===== src/ipv4p_pkg.sv =====
package ipv4p_pkg;

    // link mode register codes
    localparam logic [1:0] LINK_ETH = 2'd0;
    localparam logic [1:0] LINK_RAW = 2'd1;

    // protocol classes on the result
    localparam logic [1:0] CLASS_TCP   = 2'd0;
    localparam logic [1:0] CLASS_UDP   = 2'd1;
    localparam logic [1:0] CLASS_ICMP  = 2'd2;
    localparam logic [1:0] CLASS_OTHER = 2'd3;

    // IPv4 protocol numbers
    localparam logic [7:0] PROTO_ICMP = 8'd1;
    localparam logic [7:0] PROTO_TCP  = 8'd6;
    localparam logic [7:0] PROTO_UDP  = 8'd17;

    localparam logic [15:0] ETH_HDR_LEN = 16'd14;
    localparam logic [7:0]  UDP_HDR_LEN = 8'd8;

    // register index taken from the word address
    localparam logic CFG_IDX_LINK_MODE = 1'b0;

    localparam int MAX_OFFSET = 134;

    // per-byte control from the handshake side to the capture logic
    typedef struct packed {
        logic step;     // a request is processed this cycle
        logic last;     // final byte of the packet
        logic capture;  // link mode is supported, fields are taken
        logic eth;      // ethernet header precedes the ip header
    } t_step_ctrl;

    typedef struct packed {
        logic [1:0]  proto_class;
        logic [47:0] src_mac;
        logic [47:0] dst_mac;
        logic [31:0] src_ip;
        logic [31:0] dst_ip;
        logic [15:0] src_port;
        logic [15:0] dst_port;
        logic [5:0]  tcp_flag_bits;
        logic [31:0] tcp_seq;
        logic [7:0]  payload_offset;
        logic [15:0] payload_size;
    } t_record;

endpackage


===== src/ipv4p_field_capture.sv =====
module ipv4p_field_capture (
    input  logic                 i_clk,
    input  logic                 i_rst_n,
    input  ipv4p_pkg::t_step_ctrl i_ctrl,
    input  logic [7:0]           i_data_byte,
    input  logic [15:0]          i_wire_length,
    output ipv4p_pkg::t_record   o_record
);
    import ipv4p_pkg::*;

    logic [15:0] r_pos,      n_pos;
    logic [3:0]  r_ihl,      n_ihl;
    logic [7:0]  r_proto,    n_proto;
    logic [3:0]  r_tdw,      n_tdw;
    logic [47:0] r_mac_src,  n_mac_src;
    logic [47:0] r_mac_dst,  n_mac_dst;
    logic [31:0] r_ip_src,   n_ip_src;
    logic [31:0] r_ip_dst,   n_ip_dst;
    logic [15:0] r_port_src, n_port_src;
    logic [15:0] r_port_dst, n_port_dst;
    logic [5:0]  r_flags,    n_flags;
    logic [31:0] r_seq,      n_seq;

    logic [15:0] lh;
    logic        in_ip;
    logic [15:0] rel;
    logic [15:0] tp_start;
    logic        in_tp;
    logic [15:0] q;
    logic [7:0]  off;
    logic [1:0]  cls;
    logic        ported;
    logic        is_tcp;

    always_comb begin
        n_pos      = r_pos;
        n_ihl      = r_ihl;
        n_proto    = r_proto;
        n_tdw      = r_tdw;
        n_mac_src  = r_mac_src;
        n_mac_dst  = r_mac_dst;
        n_ip_src   = r_ip_src;
        n_ip_dst   = r_ip_dst;
        n_port_src = r_port_src;
        n_port_dst = r_port_dst;
        n_flags    = r_flags;
        n_seq      = r_seq;

        lh    = i_ctrl.eth ? ETH_HDR_LEN : 16'd0;
        in_ip = r_pos >= lh;
        rel   = r_pos - lh;

        if (i_ctrl.step && i_ctrl.capture) begin
            for (int k = 0; k < 6; k++) begin
                if (i_ctrl.eth && r_pos == 16'(k))
                    n_mac_dst[8*(5-k) +: 8] = r_mac_dst[8*(5-k) +: 8] | i_data_byte;
                if (i_ctrl.eth && r_pos == 16'(k + 6))
                    n_mac_src[8*(5-k) +: 8] = r_mac_src[8*(5-k) +: 8] | i_data_byte;
            end
            if (in_ip && rel == 16'd0)
                n_ihl = i_data_byte[3:0];
            if (in_ip && rel == 16'd9)
                n_proto = i_data_byte;
            for (int k = 0; k < 4; k++) begin
                if (in_ip && rel == 16'(12 + k))
                    n_ip_src[8*(3-k) +: 8] = r_ip_src[8*(3-k) +: 8] | i_data_byte;
                if (in_ip && rel == 16'(16 + k))
                    n_ip_dst[8*(3-k) +: 8] = r_ip_dst[8*(3-k) +: 8] | i_data_byte;
            end
        end

        // transport header starts 4*ihl after the ip header, ihl may arrive this byte
        tp_start = {10'd0, n_ihl, 2'b00};
        in_tp    = in_ip && (rel >= tp_start);
        q        = rel - tp_start;

        if (i_ctrl.step && i_ctrl.capture && in_tp) begin
            for (int k = 0; k < 2; k++) begin
                if (q == 16'(k))
                    n_port_src[8*(1-k) +: 8] = r_port_src[8*(1-k) +: 8] | i_data_byte;
                if (q == 16'(k + 2))
                    n_port_dst[8*(1-k) +: 8] = r_port_dst[8*(1-k) +: 8] | i_data_byte;
            end
            for (int k = 0; k < 4; k++) begin
                if (q == 16'(k + 4))
                    n_seq[8*(3-k) +: 8] = r_seq[8*(3-k) +: 8] | i_data_byte;
            end
            if (q == 16'd12)
                n_tdw = i_data_byte[7:4];
            if (q == 16'd13)
                n_flags = i_data_byte[5:0];
        end

        if (i_ctrl.step && r_pos != 16'hFFFF)
            n_pos = r_pos + 16'd1;

        // record from the state including this byte
        off = lh[7:0] + {2'b00, n_ihl, 2'b00};
        priority if (n_proto == PROTO_TCP) begin
            cls = CLASS_TCP;
            off = off + {2'b00, n_tdw, 2'b00};
        end else if (n_proto == PROTO_UDP) begin
            cls = CLASS_UDP;
            off = off + UDP_HDR_LEN;
        end else if (n_proto == PROTO_ICMP) begin
            cls = CLASS_ICMP;
        end else begin
            cls = CLASS_OTHER;
        end
        ported = (cls == CLASS_TCP) || (cls == CLASS_UDP);
        is_tcp = (cls == CLASS_TCP);

        o_record.proto_class    = cls;
        o_record.src_mac        = n_mac_src;
        o_record.dst_mac        = n_mac_dst;
        o_record.src_ip         = n_ip_src;
        o_record.dst_ip         = n_ip_dst;
        o_record.src_port       = ported ? n_port_src : 16'd0;
        o_record.dst_port       = ported ? n_port_dst : 16'd0;
        o_record.tcp_flag_bits  = is_tcp ? n_flags : 6'd0;
        o_record.tcp_seq        = is_tcp ? n_seq : 32'd0;
        o_record.payload_offset = off;
        o_record.payload_size   = ({8'd0, off} < i_wire_length) ?
                                  (i_wire_length - {8'd0, off}) : 16'd0;

        // packet done, start clean
        if (i_ctrl.step && i_ctrl.last) begin
            n_pos      = '0;
            n_ihl      = '0;
            n_proto    = '0;
            n_tdw      = '0;
            n_mac_src  = '0;
            n_mac_dst  = '0;
            n_ip_src   = '0;
            n_ip_dst   = '0;
            n_port_src = '0;
            n_port_dst = '0;
            n_flags    = '0;
            n_seq      = '0;
        end
    end

    always_ff @(posedge i_clk) begin
        if (!i_rst_n) begin
            r_pos      <= '0;
            r_ihl      <= '0;
            r_proto    <= '0;
            r_tdw      <= '0;
            r_mac_src  <= '0;
            r_mac_dst  <= '0;
            r_ip_src   <= '0;
            r_ip_dst   <= '0;
            r_port_src <= '0;
            r_port_dst <= '0;
            r_flags    <= '0;
            r_seq      <= '0;
        end else begin
            r_pos      <= n_pos;
            r_ihl      <= n_ihl;
            r_proto    <= n_proto;
            r_tdw      <= n_tdw;
            r_mac_src  <= n_mac_src;
            r_mac_dst  <= n_mac_dst;
            r_ip_src   <= n_ip_src;
            r_ip_dst   <= n_ip_dst;
            r_port_src <= n_port_src;
            r_port_dst <= n_port_dst;
            r_flags    <= n_flags;
            r_seq      <= n_seq;
        end
    end

endmodule


===== src/ipv4_transport_header_parser.sv =====
// IPv4 transport header parser. Packet bytes come in one request per byte, in
// order, with the packet's wire length; the byte flagged last closes the packet
// and, if the link mode is supported, produces one record on the output channel:
// MAC addresses (ethernet mode only), IPv4 addresses, protocol class, TCP/UDP
// ports, TCP flags and sequence number, payload offset (link header included)
// and payload length (saturated at zero). Fields the packet never reached read
// zero. The link mode register sits at byte address 0 of the APB port
// (0 ethernet, 1 raw IPv4, 2 or 3 drop); change it only with no packet in flight.
// Throughput is one byte per clock cycle while the input side does not stall. A
// byte is held in the input register, where the per-packet field capture runs,
// and a last byte's record is loaded into the result register as that byte
// leaves the input register. The input side stalls only when a record is ready to
// be loaded while the result register still holds an untaken one.
module ipv4_transport_header_parser (
    input  logic        i_clk,
    input  logic        i_rst_n,

    // apb configuration port
    input  logic        psel,
    input  logic        penable,
    input  logic        pwrite,
    input  logic [2:0]  paddr,
    input  logic [31:0] pwdata,
    output logic [31:0] prdata,
    output logic        pready,

    // byte request channel
    input  logic        i_in_valid,
    output logic        o_in_stall,
    input  logic [7:0]  i_data_byte,
    input  logic        i_last_byte,
    input  logic [15:0] i_wire_length,

    // record channel
    output logic        o_out_valid,
    input  logic        i_out_stall,
    output logic [1:0]  o_proto_class,
    output logic [47:0] o_src_mac,
    output logic [47:0] o_dst_mac,
    output logic [31:0] o_src_ip,
    output logic [31:0] o_dst_ip,
    output logic [15:0] o_src_port,
    output logic [15:0] o_dst_port,
    output logic [5:0]  o_tcp_flag_bits,
    output logic [31:0] o_tcp_seq,
    output logic [7:0]  o_payload_offset,
    output logic [15:0] o_payload_size
);
    import ipv4p_pkg::*;

    // configuration
    logic [1:0]  r_link_mode;
    logic        cfg_wr;

    // input register
    logic        r_s1_valid;
    logic [7:0]  r_s1_byte;
    logic        r_s1_last;
    logic [15:0] r_s1_wlen;

    // result register
    logic        r_out_valid;
    t_record     r_rec;

    t_step_ctrl  ctrl;
    t_record     rec;
    logic        supported;
    logic        emits;
    logic        out_free;
    logic        s1_go;
    logic        in_accept;

    // apb: zero wait states, register index from the word address
    assign pready = 1'b1;
    assign cfg_wr = psel && penable && pwrite;
    assign prdata = (paddr[2] == CFG_IDX_LINK_MODE) ? {30'd0, r_link_mode} : 32'd0;

    always_ff @(posedge i_clk) begin
        if (!i_rst_n) begin
            r_link_mode <= LINK_ETH;
        end else if (cfg_wr && paddr[2] == CFG_IDX_LINK_MODE) begin
            r_link_mode <= pwdata[1:0];
        end
    end

    // handshake: bytes that make no record never wait on the output side
    assign supported  = (r_link_mode == LINK_ETH) || (r_link_mode == LINK_RAW);
    assign emits      = r_s1_last && supported;
    assign out_free   = !r_out_valid || !i_out_stall;
    assign s1_go      = r_s1_valid && (out_free || !emits);
    assign o_in_stall = r_s1_valid && !s1_go;
    assign in_accept  = i_in_valid && !o_in_stall;

    always_ff @(posedge i_clk) begin
        if (!i_rst_n) begin
            r_s1_valid <= 1'b0;
        end else if (in_accept) begin
            r_s1_valid <= 1'b1;
        end else if (s1_go) begin
            r_s1_valid <= 1'b0;
        end
    end

    always_ff @(posedge i_clk) begin
        if (in_accept) begin
            r_s1_byte <= i_data_byte;
            r_s1_last <= i_last_byte;
            r_s1_wlen <= i_wire_length;
        end
    end

    // per-packet field capture and record build
    assign ctrl.step    = s1_go;
    assign ctrl.last    = r_s1_last;
    assign ctrl.capture = supported;
    assign ctrl.eth     = (r_link_mode == LINK_ETH);

    ipv4p_field_capture u_capture (
        .i_clk         (i_clk),
        .i_rst_n       (i_rst_n),
        .i_ctrl        (ctrl),
        .i_data_byte   (r_s1_byte),
        .i_wire_length (r_s1_wlen),
        .o_record      (rec)
    );

    // result register
    always_ff @(posedge i_clk) begin
        if (!i_rst_n) begin
            r_out_valid <= 1'b0;
        end else if (s1_go && emits) begin
            r_out_valid <= 1'b1;
        end else if (!i_out_stall) begin
            r_out_valid <= 1'b0;
        end
    end

    always_ff @(posedge i_clk) begin
        if (s1_go && emits) begin
            r_rec <= rec;
        end
    end

    assign o_out_valid      = r_out_valid;
    assign o_proto_class    = r_rec.proto_class;
    assign o_src_mac        = r_rec.src_mac;
    assign o_dst_mac        = r_rec.dst_mac;
    assign o_src_ip         = r_rec.src_ip;
    assign o_dst_ip         = r_rec.dst_ip;
    assign o_src_port       = r_rec.src_port;
    assign o_dst_port       = r_rec.dst_port;
    assign o_tcp_flag_bits  = r_rec.tcp_flag_bits;
    assign o_tcp_seq        = r_rec.tcp_seq;
    assign o_payload_offset = r_rec.payload_offset;
    assign o_payload_size   = r_rec.payload_size;

endmodule


===== config.mk =====
export PLATFORM = sky130hd
export DESIGN_NAME = ipv4_transport_header_parser
export DESIGN_NICKNAME = d
export VERILOG_FILES = /design/src/ipv4p_pkg.sv /design/src/ipv4p_field_capture.sv /design/src/ipv4_transport_header_parser.sv
export SDC_FILE = /design/constraint.sdc
export NUM_CORES = 1
export LEC_CHECK = 0
export BUFFER_PORTS_ARGS = -buffer_cell sky130_fd_sc_hd__buf_2
export CAP_MARGIN = 25
export CELL_PAD_IN_SITES_DETAIL_PLACEMENT = 0
export CELL_PAD_IN_SITES_GLOBAL_PLACEMENT = 1
export CORE_MARGIN = 1
export CORE_UTILIZATION = 31
export CTS_CLUSTER_SIZE = 12
export DETAILED_ROUTE_END_ITERATION = 16
export PLACE_DENSITY_LB_ADDON = 0.25
export SETUP_SLACK_MARGIN = 0.05
export SLEW_MARGIN = 20
export SYNTH_ARGS = -nofsm -noshare
export SYNTH_HDL_FRONTEND = slang
export SYNTH_HIERARCHICAL = 1
export SYNTH_SLANG_ARGS = --single-unit
export TNS_END_PERCENT = 20

===== constraint.sdc =====
create_clock -name i_clk -period 22.3 [get_ports i_clk]
set_clock_uncertainty 0.2 [all_clocks]
set_input_delay 4.46 -clock i_clk [delete_from_list [all_inputs] [get_ports i_clk]]
set_output_delay 4.46 -clock i_clk [all_outputs]
set_load 0.005 [all_outputs]

# Word level (Yosys, flattened, before mapping)
# Index checks and enable logic that the tools add are counted.
# Widths: inputs -> output; s select.
totals:
  reg_bits: 547
  latch_bits: 0
  mem_bits_rw: 0
  rom_bits: 0
  out_inout_bits: 291
  wordCells: 210
  memories: 0
op_classes:
  n_addsub: 7
  n_mul: 0
  div_mod_pow: 0
  order_cmp: 3
  n_eq_ne: 36
  shifts: 0
  mux: 54
  bitwise: 30
  n_reduce_logical: 51
ops:
  columns: ["operator", "count"]
  rows:
  - ["$mux 8", 32]
  - ["$or 8x8->8", 28]
  - ["$eq 16x4->1 const B", 11]
  - ["$eq 16x3->1 const B", 8]
  - ["$mux 32", 3]
  - ["$mux 48", 2]
  - ["$eq 16x2->1 const B", 4]
  - ["$eq 16x5->1 const B", 4]
  - ["$logic_not 16->1", 3]
  - ["$logic_and 1x1->1", 35]
  - ["$eq 16x1->1 const B", 2]
  - ["$mux 16", 2]
  - ["$mux 4", 5]
  - ["$add 16x1->16 const B", 1]
  - ["$add 8x6->8", 2]
  - ["$ge 16x16->1", 1]
  - ["$ge 16x6->1", 1]
  - ["$lt 8x16->1", 1]
  - ["$ne 16x16->1 const B", 1]
  - ["$sub 16x16->16", 1]
  - ["$sub 16x6->16", 1]
  - ["$sub 16x8->16", 1]
  - ["$mux 6", 2]
  - ["$add 8x4->8 const B", 1]
  - ["other kinds (13)", 29]

# Logic depth before layout (Yosys ltp)
depth:
  ltp_word: 15
  depth_mapped: 39
  depth_no_buf: 36

# By module
# Netlist, hierarchy kept.
modules_own_cells:
  columns: ["module", "instances", "cells_each", "area_per_inst_um2", "seq_area_each_um2"]
  rows:
  - ["ipv4p_field_capture", 1, 1434, 12575.8, 5245.0]
  - ["ipv4_transport_header_parser", 1, 340, 8901.0, 8518.2]

# Worst setup path before layout
# OpenSTA, ideal clock, no wires.
synth_path:
  path_kind: "in2reg"
  startpoint: "input port i_out_stall"
  endpoint: "register r_rec, in the netlist o_dst_ip[0] (enable)"
  setup_ps: 959
  arrival_ps: 16746
  slack_ps: 4395
  stages: 1
  path_cell_list: "a21oi_1"
synth_between:
  elab_chain_len: 5
synth_lines:
  columns: ["element", "line", "text"]
  rows:
  - ["start, declared", "ipv4_transport_header_parser.sv:36", "input logic i_out_stall,"]
  - ["$logic_not 1->1", null, null]
  - ["$logic_or 1x1->1", "ipv4_transport_header_parser.sv:89", "assign out_free = !r_out_valid || !i_out_stall;"]
  - ["$logic_or 1x1->1", "ipv4_transport_header_parser.sv:90", "assign s1_go = r_s1_valid && (out_free || !emits);"]
  - ["$logic_and 1x1->1", "ipv4_transport_header_parser.sv:90", null]
  - ["$logic_and 1x1->1", "ipv4_transport_header_parser.sv:139", "if (s1_go && emits) begin"]
  - ["end signal, assigned", "ipv4_transport_header_parser.sv:140", "r_rec <= rec;"]
  - ["end, declared", "ipv4_transport_header_parser.sv:63", "t_record r_rec;"]
# No other way between the ends.
# A chain may end at the register's enable or synchronous reset.

==> impl_metrics.ini <==
[cts]
clockRootBuffer = clkbuf_16
cts_sinks = 547
insertion_delay_ps = 630
numCtsBuffers = 59
path_clk_slew_ps = 60
holdBufCountCts = 0
clk_path_buf_depth = 3
cts_resized = 0
htreeDepth = 2
cts_tree = yes
cts_setup_buffers = 0

[sta]
slew_viol_final = 0
rsz0062_at_grt = no
hold_viol = 0
max_freq_ghz = 0.07617
slew_headroom_pct = 35.03
finalSetupViolations = 0
finalCritPeriodShare_pct = 58.87
fin_setup_tns_ps = 0
tightestPinTransition_ps = 974.6
min_period_ps = 13130
hold_ws_ps = 264.2

[logic_synthesis]
synthCells = 1774
synthTopCellsByArea = edfxtp_1 39%, dfxtp_1 25%, a21o_1 5.8%
synth-seq-cells = 547
synthArstFlopShare_pct = 0
synth_flop_cell = edfxtp_1
ys_seq_area_share_pct = 64.08
synth.avg_cell_area_um2 = 12.11
synth_edf_count = 281
yosys.area.top_type = edfxtp_1
synth.distinct_cells = 81
ys_warn_count = 6
synth_top_area_share_pct = 39.29
synth_area_um2 = 21480

[setup_path]
start_kind = input port
critPathKind = input port to flop
crit_slowest_cell = nor3b_1
cp_top_family = compound AO/OA/AOI/OAI gates
critPathArrivalTime_ps = 13300
crit_buf_inv = 4
critPathMaxFanout = 19
cp.required_ps = 22470
cp-end-kind = flop
cp_common_cell = nand2_1
max_stage_delay_ps = 520

[die]
die-area_um2 = 70340
fp.coreArea_um2 = 68590
rows = 96
die_h_um = 265.2
start_util_pct = 31.31
die_w_um = 265.2
io_pins = 358

[placed_design]
gp_congestion = 0.8089
port_buffers = 294
hpwlAfterDp_um = 38550

[detailed_routing]
wl_per_cell_um = 18.93
drt_first_pass_iters = 6
drc = 0
vias = 14140
vias_per_cell = 4.640
ant_nets = 0
dr.first_iter.drc_count = 869
totalWireLength_um = 57710

[layout]
diodes = 0
area_growth_pct = 19.95
drive_gt1_share_pct = 21.11
fillers = 6752
finalNetCount = 2161

[global_route]
grt_max_degree = 104
grt.overflow.total = 0
grt_use_total_pct = 16.15
grt_pass1_wl_um = 86820
grt_pass1_vias = 14070
antenna_found_initial = 1

[flow_run]
maxCapViolCount = 0

[power_and_ir_drop]
power.density_nw_per_um2 = 80.88
p_leak_nw = 11.35
max-vdd-ir-drop_mv = 0.06685

[status]
status = completed

[worst_hold_path]
hp-class = flop to flop
[cells in the mapped netlist (5+ instances only)]
cell type,n
mux2i_1,28
edfxtp_1,281
nand2b_1,9
o2111ai_1,5
and3_1,14
buf_4,33
o211ai_1,5
buf_6,5
nor2b_1,8
clkbuf_1,81
dfxtp_1,266
ha_1,23
or2_2,6
a21o_1,167
or3_1,13
and2_1,181
a211oi_1,10
nor3b_1,5
o21ai_0,15
a31oi_1,9
nand3_1,23
nand3b_1,7
fa_1,5
o21a_1,67
a21oi_1,52
nand4_1,10
nor2_1,194
nor4_1,11
xnor2_1,21
nand2_1,68
xor2_1,18
inv_1,31
mux2_2,6
nor3_1,31
and4_1,5
[power breakdown]
part           total, mW  leakage, nW  internal (mW)  switching, mW
registers           1.08         4.90           1.07        0.00817
clock network      0.928        0.905          0.528          0.400
logic             0.0781         5.54         0.0239         0.0542
[sequential cells by signal, summed over array words and instances (netlist names), 32 cells and up]
register	flops
u_capture/r_mac_dst	48
o_dst_ip	32
u_capture/r_ip_src	32
u_capture/r_ip_dst	32
o_tcp_seq	32
o_dst_mac	48
u_capture/r_seq	32
o_src_ip	32
u_capture/r_mac_src	48
o_src_mac	48
[stage by stage]
stage	worst slack [ps]	util, %	area, µm²	power (mW)	std cells
6_report	9171	37.56	25760	2.084	3048
2_1_floorplan	4395	-	21590	1.150	1803
4_1_cts	9275	37.51	25730	2.117	3047
3_5_place_dp	8632	34.80	23870	1.178	2935
5_1_grt	8484	37.56	25760	2.164	3048
3_3_place_gp	8798	34.76	23840	1.177	2934
[routing by layer]
| layer | GRT usage, % | up-vias | wire, µm |
|---|---|---|---|
| met4 | 4.749 | 0 | 1163 |
| met2 | 26.11 | 294 | 26750 |
| li1 | - | 6797 | - |
| met1 | 21.23 | 6982 | 26340 |
| met3 | 4.147 | 69 | 3453 |
| met5 | 0 | - | 0 |
[cell type report]
class | instances | area [µm²] | area share [%]
Inverter | 31 | 116.4 | 0.4517
Clock inverter | 19 | 143.9 | 0.5585
Timing Repair Buffer | 324 | 1737 | 6.741
Clock buffer | 93 | 1714 | 6.654
Multi-Input combinational cell | 1103 | 7122 | 27.65
Sequential cell | 547 | 13760 | 53.43
Tap cell | 931 | 1165 | 4.522
[worst paths after layout]
path / end / depth (start not counted) / slack, ps / from
worst min-delay path: u_capture/r_seq[0]$_SDFF_PP0_ / 1 / 260 / u_capture/r_seq[0]$_SDFF_PP0_
worst min register to register: u_capture/r_seq[0]$_SDFF_PP0_ / 1 / 260 / u_capture/r_seq[0]$_SDFF_PP0_
worst max-delay path: o_payload_size[14]$_DFFE_PP_ / 34 / 9170 / i_out_stall
worst max register to register: o_payload_size[14]$_DFFE_PP_ / 36 / 11920 / r_link_mode[1]$_SDFFE_PN0P_
[placed cells by master (no fill, tap or decap), types with 30 or more instances in the layout]
cell type,Yosys,routed
a21o_1,167,167
a21oi_1,52,51
and2_1,181,180
buf_2,2,294
clkbuf_16,0,59
conb_1,3,32
dfxtp_1,266,266
edfxtp_1,281,281
inv_1,31,31
nand2_1,68,67
nor2_1,194,192
nor3_1,31,30
o21a_1,67,67
[cell families (layout without fill, tap and decap cells)]
family / after synthesis / count (layout) / share of synthesized area [%]
compound gates: 363 / 363 / 12.34
buf+inv: 153 / 467 / 3.437
mux: 36 / 36 / 1.794
xor+xnor: 40 / 40 / 1.695
fa+ha+maj: 28 / 28 / 1.806
flops: 547 / 547 / 64.08
other cells: 3 / 32 / 0.05243
simple gates: 604 / 604 / 14.79
Note: power is estimated with default switching activity, not from simulation.
